### src/rtl/line_command_prefix_matcher_core_macros.svh
// Assertion macros shared by the matcher RTL.
`ifndef LINE_COMMAND_PREFIX_MATCHER_CORE_MACROS_SVH
`define LINE_COMMAND_PREFIX_MATCHER_CORE_MACROS_SVH

// The consequent must hold in the same cycle as the antecedent.
`define LCPM_ASSERT_IMPLY(label, clk, rst, ante, cons, msg) \
   label: assert property (@(posedge clk) disable iff (rst) (ante) |-> (cons)) \
      else $error(msg);

// The consequent must hold in the cycle after the antecedent.
`define LCPM_ASSERT_NEXT(label, clk, rst, ante, cons, msg) \
   label: assert property (@(posedge clk) disable iff (rst) (ante) |=> (cons)) \
      else $error(msg);

`endif

### src/rtl/lcpm_pkg.sv
`timescale 1ns / 1ps

package lcpm_pkg;

   localparam int LineMaxDefault   = 64;
   localparam int SlotsDefault     = 8;
   localparam int PrefixMaxDefault = 7;

   localparam int ByteWidth    = 8;
   localparam int LenWidth     = 6;
   localparam int SlotIdxWidth = 3;

   localparam int CsrRegs      = 8;
   localparam int CsrDataWidth = 64;
   localparam int CsrAddrWidth = 6;
   localparam int CsrIdxLsb    = 3;
   localparam int CsrIdxWidth  = 3;

   localparam int PlenMsb = 63;
   localparam int PlenLsb = 56;

   localparam logic [ByteWidth-1:0] ChLf = 8'h0A;
   localparam logic [ByteWidth-1:0] ChCr = 8'h0D;

   typedef struct packed {
      logic full;
      logic empty;
   } q_status_type;

endpackage

### src/rtl/lcpm_channels_if.sv
`timescale 1ns / 1ps

interface lcpm_req_if;
   logic                             valid;
   logic                             ready;
   logic [lcpm_pkg::ByteWidth-1:0]   rx_byte;

   modport source (output valid, output rx_byte, input ready);
   modport sink (input valid, input rx_byte, output ready);
endinterface

interface lcpm_rsp_if;
   logic                                valid;
   logic                                ready;
   logic                                matched;
   logic [lcpm_pkg::SlotIdxWidth-1:0]   slot_index;
   logic [lcpm_pkg::LenWidth-1:0]       line_length;

   modport source (output valid, output matched, output slot_index, output line_length,
                   input ready);
   modport sink (input valid, input matched, input slot_index, input line_length,
                 output ready);
endinterface

### src/rtl/lcpm_csr.sv
`timescale 1ns / 1ps

module lcpm_csr #(
   parameter int SLOTS = lcpm_pkg::SlotsDefault
) (
   input  logic                                 clock,
   input  logic                                 reset,
   input  logic                                 psel,
   input  logic                                 penable,
   input  logic                                 pwrite,
   input  logic [lcpm_pkg::CsrAddrWidth-1:0]    paddr,
   input  logic [lcpm_pkg::CsrDataWidth-1:0]    pwdata,
   output logic [lcpm_pkg::CsrDataWidth-1:0]    prdata,
   output logic                                 pready,
   output logic [lcpm_pkg::CsrDataWidth-1:0]    slot_regs [SLOTS]
);

   logic [lcpm_pkg::CsrDataWidth-1:0] slot_ff [SLOTS];
   logic [lcpm_pkg::CsrIdxWidth-1:0]  reg_idx;
   logic                              wr_en;

   assign reg_idx = paddr[lcpm_pkg::CsrIdxLsb +: lcpm_pkg::CsrIdxWidth];
   assign wr_en   = psel & penable & pwrite;
   assign pready  = 1'b1;

   always_ff @(posedge clock) begin
      if (reset) begin
         for (int s = 0; s < SLOTS; s++) begin
            slot_ff[s] <= '0;
         end
      end else if (wr_en) begin
         for (int s = 0; s < SLOTS; s++) begin
            if (int'(reg_idx) == s) begin
               slot_ff[s] <= pwdata;
            end
         end
      end
   end

   always_comb begin
      prdata = '0;
      for (int s = 0; s < SLOTS; s++) begin
         if (int'(reg_idx) == s) begin
            prdata = slot_ff[s];
         end
      end
   end

   assign slot_regs = slot_ff;

endmodule

### src/rtl/lcpm_front.sv
`timescale 1ns / 1ps

module lcpm_front #(
   parameter int LINE_MAX   = lcpm_pkg::LineMaxDefault,
   parameter int PREFIX_MAX = lcpm_pkg::PrefixMaxDefault,
   localparam int CountWidth = $clog2(LINE_MAX),
   localparam int RecWidth   = PREFIX_MAX * lcpm_pkg::ByteWidth + CountWidth
) (
   input  logic                    clock,
   input  logic                    reset,
   lcpm_req_if.sink                req_chan,
   input  lcpm_pkg::q_status_type  q_stat,
   output logic                    push,
   output logic [RecWidth-1:0]     push_rec
);

   localparam logic [CountWidth-1:0] CountLast = CountWidth'(LINE_MAX - 1);

   logic [CountWidth-1:0]          count_ff, count_in;
   logic [lcpm_pkg::ByteWidth-1:0] head_ff [PREFIX_MAX];
   logic                           accept;
   logic                           is_term;

   assign req_chan.ready = ~q_stat.full;
   assign accept         = req_chan.valid & req_chan.ready;
   assign is_term        = (req_chan.rx_byte == lcpm_pkg::ChLf) ||
                           (req_chan.rx_byte == lcpm_pkg::ChCr);

   always_comb begin
      count_in = count_ff;
      push     = 1'b0;
      if (accept) begin
         if (is_term) begin
            push     = (count_ff != '0);
            count_in = '0;
         end else if (count_ff < CountLast) begin
            count_in = count_ff + 1'b1;
         end
      end
   end

   always_ff @(posedge clock) begin
      if (reset) begin
         count_ff <= '0;
      end else begin
         count_ff <= count_in;
      end
   end

   always_ff @(posedge clock) begin
      if (accept && !is_term) begin
         for (int i = 0; i < PREFIX_MAX; i++) begin
            if (int'(count_ff) == i) begin
               head_ff[i] <= req_chan.rx_byte;
            end
         end
      end
   end

   always_comb begin
      push_rec[RecWidth-1 -: CountWidth] = count_ff;
      for (int i = 0; i < PREFIX_MAX; i++) begin
         push_rec[i*lcpm_pkg::ByteWidth +: lcpm_pkg::ByteWidth] = head_ff[i];
      end
   end

endmodule

### src/rtl/lcpm_queue.sv
`timescale 1ns / 1ps

module lcpm_queue #(
   parameter int WIDTH = 8
) (
   input  logic                    clock,
   input  logic                    reset,
   input  logic                    push,
   input  logic [WIDTH-1:0]        push_rec,
   input  logic                    pop,
   output logic [WIDTH-1:0]        pop_rec,
   output lcpm_pkg::q_status_type  q_stat
);

   logic [WIDTH-1:0] entry_ff [2];
   logic             wr_ptr_ff, wr_ptr_in;
   logic             rd_ptr_ff, rd_ptr_in;
   logic [1:0]       fill_ff, fill_in;

   assign q_stat.full  = (fill_ff == 2'd2);
   assign q_stat.empty = (fill_ff == 2'd0);
   assign pop_rec      = entry_ff[rd_ptr_ff];

   always_comb begin
      wr_ptr_in = wr_ptr_ff ^ push;
      rd_ptr_in = rd_ptr_ff ^ pop;
      fill_in   = fill_ff + {1'b0, push} - {1'b0, pop};
   end

   always_ff @(posedge clock) begin
      if (reset) begin
         wr_ptr_ff <= 1'b0;
         rd_ptr_ff <= 1'b0;
         fill_ff   <= 2'd0;
      end else begin
         wr_ptr_ff <= wr_ptr_in;
         rd_ptr_ff <= rd_ptr_in;
         fill_ff   <= fill_in;
      end
   end

   always_ff @(posedge clock) begin
      if (push) begin
         entry_ff[wr_ptr_ff] <= push_rec;
      end
   end

endmodule

### src/rtl/lcpm_back.sv
`timescale 1ns / 1ps

module lcpm_back #(
   parameter int LINE_MAX   = lcpm_pkg::LineMaxDefault,
   parameter int SLOTS      = lcpm_pkg::SlotsDefault,
   parameter int PREFIX_MAX = lcpm_pkg::PrefixMaxDefault,
   localparam int CountWidth = $clog2(LINE_MAX),
   localparam int RecWidth   = PREFIX_MAX * lcpm_pkg::ByteWidth + CountWidth
) (
   input  logic                                 clock,
   input  logic                                 reset,
   input  logic [RecWidth-1:0]                  pop_rec,
   input  lcpm_pkg::q_status_type               q_stat,
   output logic                                 pop,
   input  logic [lcpm_pkg::CsrDataWidth-1:0]    slot_regs [SLOTS],
   lcpm_rsp_if.source                           rsp_chan
);

   localparam logic [2:0] PrefixCap = 3'(PREFIX_MAX);

   logic                               valid_ff, valid_in;
   logic                               matched_ff;
   logic [lcpm_pkg::SlotIdxWidth-1:0]  slot_ff;
   logic [lcpm_pkg::LenWidth-1:0]      len_ff;
   logic [CountWidth-1:0]              rec_count;
   logic [SLOTS-1:0]                   slot_hit;
   logic                               any_hit;
   logic [lcpm_pkg::SlotIdxWidth-1:0]  hit_idx;
   logic [7:0]                         plen;
   logic [2:0]                         eff_len;
   logic                               bytes_ok;

   assign rec_count = pop_rec[RecWidth-1 -: CountWidth];

   always_comb begin
      for (int s = 0; s < SLOTS; s++) begin
         plen    = slot_regs[s][lcpm_pkg::PlenMsb:lcpm_pkg::PlenLsb];
         eff_len = (plen > 8'(PREFIX_MAX)) ? PrefixCap : plen[2:0];
         bytes_ok = 1'b1;
         for (int i = 0; i < PREFIX_MAX; i++) begin
            if (i < int'(eff_len) &&
                pop_rec[i*lcpm_pkg::ByteWidth +: lcpm_pkg::ByteWidth] !=
                slot_regs[s][i*lcpm_pkg::ByteWidth +: lcpm_pkg::ByteWidth]) begin
               bytes_ok = 1'b0;
            end
         end
         slot_hit[s] = (plen != 8'd0) && (rec_count >= CountWidth'(eff_len)) && bytes_ok;
      end
   end

   always_comb begin
      any_hit = |slot_hit;
      hit_idx = '0;
      for (int s = SLOTS - 1; s >= 0; s--) begin
         if (slot_hit[s]) begin
            hit_idx = lcpm_pkg::SlotIdxWidth'(s);
         end
      end
   end

   assign pop      = ~q_stat.empty & (~valid_ff | rsp_chan.ready);
   assign valid_in = pop | (valid_ff & ~rsp_chan.ready);

   always_ff @(posedge clock) begin
      if (reset) begin
         valid_ff <= 1'b0;
      end else begin
         valid_ff <= valid_in;
      end
   end

   always_ff @(posedge clock) begin
      if (pop) begin
         matched_ff <= any_hit;
         slot_ff    <= hit_idx;
         len_ff     <= lcpm_pkg::LenWidth'(rec_count);
      end
   end

   assign rsp_chan.valid       = valid_ff;
   assign rsp_chan.matched     = matched_ff;
   assign rsp_chan.slot_index  = slot_ff;
   assign rsp_chan.line_length = len_ff;

endmodule

### src/rtl/line_command_prefix_matcher_core.sv
`timescale 1ns / 1ps
// Channel    Dir   Handshake               Payload
// req_chan   in    valid/ready             rx_byte
// rsp_chan   out   valid/ready             matched, slot_index, line_length
// APB        in    psel/penable, pready=1  paddr, pwdata, prdata (64-bit slot registers)
//
// One request byte is taken every cycle while the two-entry line queue has room.
// A terminator that closes a non-empty line enters the queue when it is accepted,
// and its response is registered with the slot compare result when the line is popped.
// All SLOTS slot compares (eight by default) run in parallel, combinationally, against the queued line head.
// Reset is synchronous and active high; it clears the line count, queue and slots.
// A stalled response holds in its output register; bytes keep arriving until the queue fills.

`include "line_command_prefix_matcher_core_macros.svh"

module line_command_prefix_matcher_core #(
   parameter int LINE_MAX   = lcpm_pkg::LineMaxDefault,
   parameter int SLOTS      = lcpm_pkg::SlotsDefault,
   parameter int PREFIX_MAX = lcpm_pkg::PrefixMaxDefault
) (
   input  logic                                 clock,
   input  logic                                 reset,
   lcpm_req_if.sink                             req_chan,
   lcpm_rsp_if.source                           rsp_chan,
   input  logic                                 psel,
   input  logic                                 penable,
   input  logic                                 pwrite,
   input  logic [lcpm_pkg::CsrAddrWidth-1:0]    paddr,
   input  logic [lcpm_pkg::CsrDataWidth-1:0]    pwdata,
   output logic [lcpm_pkg::CsrDataWidth-1:0]    prdata,
   output logic                                 pready
);

   localparam int CountWidth = $clog2(LINE_MAX);
   localparam int RecWidth   = PREFIX_MAX * lcpm_pkg::ByteWidth + CountWidth;

   logic [lcpm_pkg::CsrDataWidth-1:0] slot_regs [SLOTS];
   lcpm_pkg::q_status_type            q_stat;
   logic                              push;
   logic                              pop;
   logic [RecWidth-1:0]               push_rec;
   logic [RecWidth-1:0]               pop_rec;

   lcpm_csr #(
      .SLOTS (SLOTS)
   ) u_csr (
      .clock     (clock),
      .reset     (reset),
      .psel      (psel),
      .penable   (penable),
      .pwrite    (pwrite),
      .paddr     (paddr),
      .pwdata    (pwdata),
      .prdata    (prdata),
      .pready    (pready),
      .slot_regs (slot_regs)
   );

   lcpm_front #(
      .LINE_MAX   (LINE_MAX),
      .PREFIX_MAX (PREFIX_MAX)
   ) u_front (
      .clock    (clock),
      .reset    (reset),
      .req_chan (req_chan),
      .q_stat   (q_stat),
      .push     (push),
      .push_rec (push_rec)
   );

   lcpm_queue #(
      .WIDTH (RecWidth)
   ) u_queue (
      .clock    (clock),
      .reset    (reset),
      .push     (push),
      .push_rec (push_rec),
      .pop      (pop),
      .pop_rec  (pop_rec),
      .q_stat   (q_stat)
   );

   lcpm_back #(
      .LINE_MAX   (LINE_MAX),
      .SLOTS      (SLOTS),
      .PREFIX_MAX (PREFIX_MAX)
   ) u_back (
      .clock     (clock),
      .reset     (reset),
      .pop_rec   (pop_rec),
      .q_stat    (q_stat),
      .pop       (pop),
      .slot_regs (slot_regs),
      .rsp_chan  (rsp_chan)
   );

   `LCPM_ASSERT_IMPLY(a_queue_state, clock, reset, q_stat.full, !q_stat.empty, "queue full and empty")
   `LCPM_ASSERT_IMPLY(a_push_nonempty, clock, reset, push, push_rec[RecWidth-1 -: CountWidth] != '0, "empty line pushed")
   `LCPM_ASSERT_IMPLY(a_no_push_full, clock, reset, q_stat.full, !push, "push into full queue")
   `LCPM_ASSERT_IMPLY(a_unmatched_index, clock, reset, rsp_chan.valid && !rsp_chan.matched, rsp_chan.slot_index == '0, "unmatched line with nonzero slot")
   `LCPM_ASSERT_NEXT(a_pop_shows, clock, reset, pop, rsp_chan.valid, "popped line not presented")

endmodule
### src/flat_wrapper.sv
// flat-port wrapper written by rule: the top's interface ports become plain ports
module line_command_prefix_matcher_core_flat 
#(
   parameter int LINE_MAX   = lcpm_pkg::LineMaxDefault,
   parameter int SLOTS      = lcpm_pkg::SlotsDefault,
   parameter int PREFIX_MAX = lcpm_pkg::PrefixMaxDefault
)
  (clock, reset, psel, penable, pwrite, paddr, pwdata, prdata, pready, req_chan_valid, req_chan_rx_byte, req_chan_ready, rsp_chan_valid, rsp_chan_matched, rsp_chan_slot_index, rsp_chan_line_length, rsp_chan_ready);
  lcpm_req_if req_chan_i ();
  lcpm_rsp_if rsp_chan_i ();
  input  logic clock;
  input  logic reset;
  input  logic psel;
  input  logic penable;
  input  logic pwrite;
  input  logic [lcpm_pkg::CsrAddrWidth-1:0] paddr;
  input  logic [lcpm_pkg::CsrDataWidth-1:0] pwdata;
  output logic [lcpm_pkg::CsrDataWidth-1:0] prdata;
  output logic pready;
  input wire logic [$bits(req_chan_i.valid)-1:0] req_chan_valid;
  input wire logic [$bits(req_chan_i.rx_byte)-1:0] req_chan_rx_byte;
  output wire logic [$bits(req_chan_i.ready)-1:0] req_chan_ready;
  output wire logic [$bits(rsp_chan_i.valid)-1:0] rsp_chan_valid;
  output wire logic [$bits(rsp_chan_i.matched)-1:0] rsp_chan_matched;
  output wire logic [$bits(rsp_chan_i.slot_index)-1:0] rsp_chan_slot_index;
  output wire logic [$bits(rsp_chan_i.line_length)-1:0] rsp_chan_line_length;
  input wire logic [$bits(rsp_chan_i.ready)-1:0] rsp_chan_ready;
  assign req_chan_i.valid = req_chan_valid;
  assign req_chan_i.rx_byte = req_chan_rx_byte;
  assign req_chan_ready = req_chan_i.ready;
  assign rsp_chan_valid = rsp_chan_i.valid;
  assign rsp_chan_matched = rsp_chan_i.matched;
  assign rsp_chan_slot_index = rsp_chan_i.slot_index;
  assign rsp_chan_line_length = rsp_chan_i.line_length;
  assign rsp_chan_i.ready = rsp_chan_ready;
  line_command_prefix_matcher_core #(.LINE_MAX(LINE_MAX), .SLOTS(SLOTS), .PREFIX_MAX(PREFIX_MAX)) u_core (.clock(clock), .reset(reset), .req_chan(req_chan_i), .rsp_chan(rsp_chan_i), .psel(psel), .penable(penable), .pwrite(pwrite), .paddr(paddr), .pwdata(pwdata), .prdata(prdata), .pready(pready));
endmodule
### config.mk
export PLATFORM = sky130hd
export DESIGN_NAME = line_command_prefix_matcher_core_flat
export DESIGN_NICKNAME = d
export VERILOG_FILES = /design/src/rtl/lcpm_pkg.sv /design/src/rtl/lcpm_channels_if.sv /design/src/rtl/lcpm_csr.sv /design/src/rtl/lcpm_front.sv /design/src/rtl/lcpm_queue.sv /design/src/rtl/lcpm_back.sv /design/src/rtl/line_command_prefix_matcher_core.sv /design/src/flat_wrapper.sv
export VERILOG_INCLUDE_DIRS = /design/src /design/src/rtl
export SDC_FILE = /design/constraint.sdc
export NUM_CORES = 2
export LEC_CHECK = 0
export BUFFER_PORTS_ARGS = -buffer_cell sky130_fd_sc_hd__buf_2
export CAP_MARGIN = 20
export CORE_AREA = 5 5 351 353
export CTS_CLUSTER_SIZE = 24
export DETAILED_ROUTE_END_ITERATION = 16
export DIE_AREA = 0 0 356 358
export GPL_TIMING_DRIVEN = 0
export PLACE_DENSITY_LB_ADDON = 0.12
export SLEW_MARGIN = 10
export SYNTH_ARGS = -nofsm -noshare
export SYNTH_HDL_FRONTEND = slang
export SYNTH_SLANG_ARGS = --single-unit
### constraint.sdc
create_clock -name clock -period 4.4 [get_ports clock]
set_input_delay 0.66 -clock clock [delete_from_list [all_inputs] [get_ports clock]]
set_output_delay 0.66 -clock clock [all_outputs]
set_load 0.05 [all_outputs]
==> results.ini <==
[critical_path]
rrSetupSlack_ns = 0.05
endpoint = prdata[57]
required_ns = 3.74
start_kind = input pin
critical_path_class = in2out
timing.critical_path.arrival_ns = 3.76
r2r_end = u_core.u_back.rsp_chan.slot_index[2]
crit_path_start = paddr[4]
crit_fanout = 10
cp-end-kind = output port
reg2reg_depth = 12
reg2reg_from = u_core.u_queue.rd_ptr_ff

[yosys]
netlist.area_leader.share_pct = 29.5
ys_warn_count = 0
synth_commonest_cells = nand2_1 (1193), a21oi_1 (590), dfxtp_1 (523), xnor2_1 (278), clkbuf_1 (212)
ys.flop_type = dfxtp_1
syn_nets = 4154
post-synth-top-count-cell = nand2_1
synth_area_per_cell_um2 = 8.80
synth_edf_count = 190
synthDistinctLibCells = 61
synth_area_leader_cell = dfxtp_1
ys_ff_latch = 713
syn_area_mm2 = 0.0355
synth.area.top_cells = dfxtp_1 (29%), edfxtp_1 (16%), nand2_1 (13%), a21oi_1 (8.3%), xnor2_1 (6.8%)
postSynth.asyncResetShare_pct = 0
syn_inst = 4040
ys_seq_area_share_pct = 45.5

[floorplanning]
die_area_mm2 = 0.127
num_rows = 127
io_pins = 162
chipHeight_um = 358
start_util_pct = 29.7
die_w_um = 356
core_area_mm2 = 0.119

[power_and_ir_drop]
power_w = 0.0173
ir_drop_mv = 0.328
power_density_mw_per_mm2 = 418
p_leak_nw = 13.9

[cells_and_area]
fillers = 12600
final_area_mm2 = 0.0415
area_growth_syn_to_layout_pct = 16.7
drive_gt1_share_pct = 11.6
multi_input_area_mm2 = 0.0180
nets = 4363
regArea_mm2 = 0.0162

[hold_path]
min_path_type = in2reg
hold_path_startpoint = pwdata[41]

[sta]
post-route-min-period_ns = 4.42
slew_viol_final = 0
fin_setup_tns_ns = -0.0407
hold_viol_final = 0
max_freq_mhz = 226
final.period_utilization_pct = 101
setup_slack_ns = -0.0231
rsz0062_at_grt = true
setup_violations = 2
tightest_slew_ns = 1.26
relSlewSlack_pct = 16.2
finClkSkew_ns = 0.0314
fin_hold_ws_ns = 0.285

[detailed_routing]
wirelength_mm = 166
drc = 0
wl_per_cell_um = 28.0
drt_first_pass_iters = 5
drt_iter0_drc = 3201
ant_nets = 0
num_vias = 31000
via_per_inst = 5.22

[global_route]
grt_max_degree = 50
grt_pass1_vias = 29600
grt_pass1_wl_mm = 231
overflow = 0
antenna_found_initial = 13
grtUsageTotal_pct = 25.4

[place]
dp_slack_ns = -1.28
placed_cell_area_mm2 = 0.0385
dp_hpwl_mm = 125
routabilityCongestion = 0.937
io_buffer_count = 92

[cts]
htreeDepth = 3
cts_tree = done
numCtsBuffers = 87
clock_sinks = 713
worstSkewPairLatency_ns = 0.68
clockBufferDepth = 3
clk_pin_slew_ns = 0.06
clockRootBuffer = clkbuf_16

[run_status]
violations = setup timing
run_status = finished with violations

[run]
drv_cap = 0

-- routing by layer --
metal | routed length, um | track usage, %
met5 | 47 | 0
met1 | 72700 | 34.6
met4 | 5820 | 8.09
met2 | 74900 | 40.7
met3 | 12500 | 5.01
-- worst max-delay path: stages --
cell	delay (ns)
buf_2	0.19
clkbuf_2	0.43
clkbuf_2	0.53
clkbuf_2	0.57
clkbuf_2	0.51
o221ai_1	0.35
o21ai_0	0.21
nand2_1	0.07
buf_2	0.22
-- final cells by class --
class                      count  share of cell area (%)
clock inverter                19                   0.600
inverter                      12                   0.109
antenna                        6                  0.0362
sequential                   713                    39.0
clock buffer                 137                    6.18
timing repair buffer         122                    2.17
buffer                       309                    3.68
multi-input combinational   3004                    43.4
tap                         1612                    4.86
-- timing repair --
| item | CTS | global route |
|---|---|---|
| buffers inserted | 0 | 0 |
| endpoints found under the setup margin | 67 | 20 |
| gates resized for setup | 38 | 19 |
| hold buffers | 0 | 0 |
-- sequential cells by signal (all words and copies together) (netlist names) --
name	flops
u_core.u_front.head_ff	56
u_core.u_queue.rd_ptr_ff	1
u_core.u_queue.entry_ff	124
u_core.u_back.rsp_chan.valid	1
u_core.u_back.rsp_chan.slot_index	3
u_core.u_csr.slot_regs	512
u_core.u_queue.wr_ptr_ff	1
u_core.u_front.count_ff	6
u_core.u_back.rsp_chan.matched	1
u_core.u_queue.fill_ff	2
u_core.u_back.rsp_chan.line_length	6
-- cells by family (layout without fill, tap and decap cells) --
| logic type | Yosys count | in the layout | share of synthesized area (%) |
|---|---|---|---|
| compound gates | 818 | 818 | 13.0 |
| buf+inv | 323 | 599 | 4.24 |
| fa+ha+maj | 29 | 29 | 1.02 |
| simple gates | 1538 | 1538 | 17.8 |
| mux | 163 | 163 | 7.24 |
| flops | 713 | 713 | 45.5 |
| xor+xnor | 455 | 455 | 11.2 |
| other cells | 1 | 7 | 0.0105 |
-- stage by stage --
stage / instances / utilization, %
after floorplan: 4040 / -
after global placement: 5744 / 31.8
after detailed placement: 5774 / 32.3
after CTS: 5929 / 34.7
after global routing: 5929 / 34.7
final: 5934 / 34.7
-- worst min-delay path by stage --
| stage | endpoint | depth (start not counted) | slack (ns) |
|---|---|---|---|
| 2_1_floorplan | u_core.u_queue.entry_ff[0][0] | 0 | 0.42 |
| 3_3_place_gp | u_core.u_queue.entry_ff[0][0] | 0 | 0.42 |
| 3_5_place_dp | u_core.u_queue.entry_ff[0][53] | 0 | 0.43 |
| 4_1_cts | u_core.u_csr.slot_regs[489] | 3 | 0.24 |
| 5_1_grt | u_core.u_csr.slot_regs[231] | 3 | 0.27 |
| 6_report | u_core.u_csr.slot_regs[489] | 3 | 0.28 |
-- report_power, final --
group          internal [W]  switching, W  total (W)
clock               0.00428       0.00301    0.00728
combinational      0.000999       0.00212    0.00312
sequential          0.00685     0.0000829    0.00694
-- placed cells by master (no fill, tap or decap), drive strengths merged, types with 7 or more instances in the layout --
cell and instances:
xnor2 278, a22o 40, o221ai 42, mux2i 112, nand2 1193, dfxtp 523, inv 14, or2 10
a211oi 8, edfxtp 190, nor4 87, xor2 177, o211ai 12, a22oi 17, mux2 25, nor3 19
mux4 26, nor2b 10, nand2b 17, and2 9, o21ai 64, clkbuf 348, buf 218, a21oi 590
a21o 9, a31oi 8, nand3 7, nor2 123, ha 29, nand4 47, and3 8, clkinv 11
Note: power is estimated with default switching activity, not from simulation.
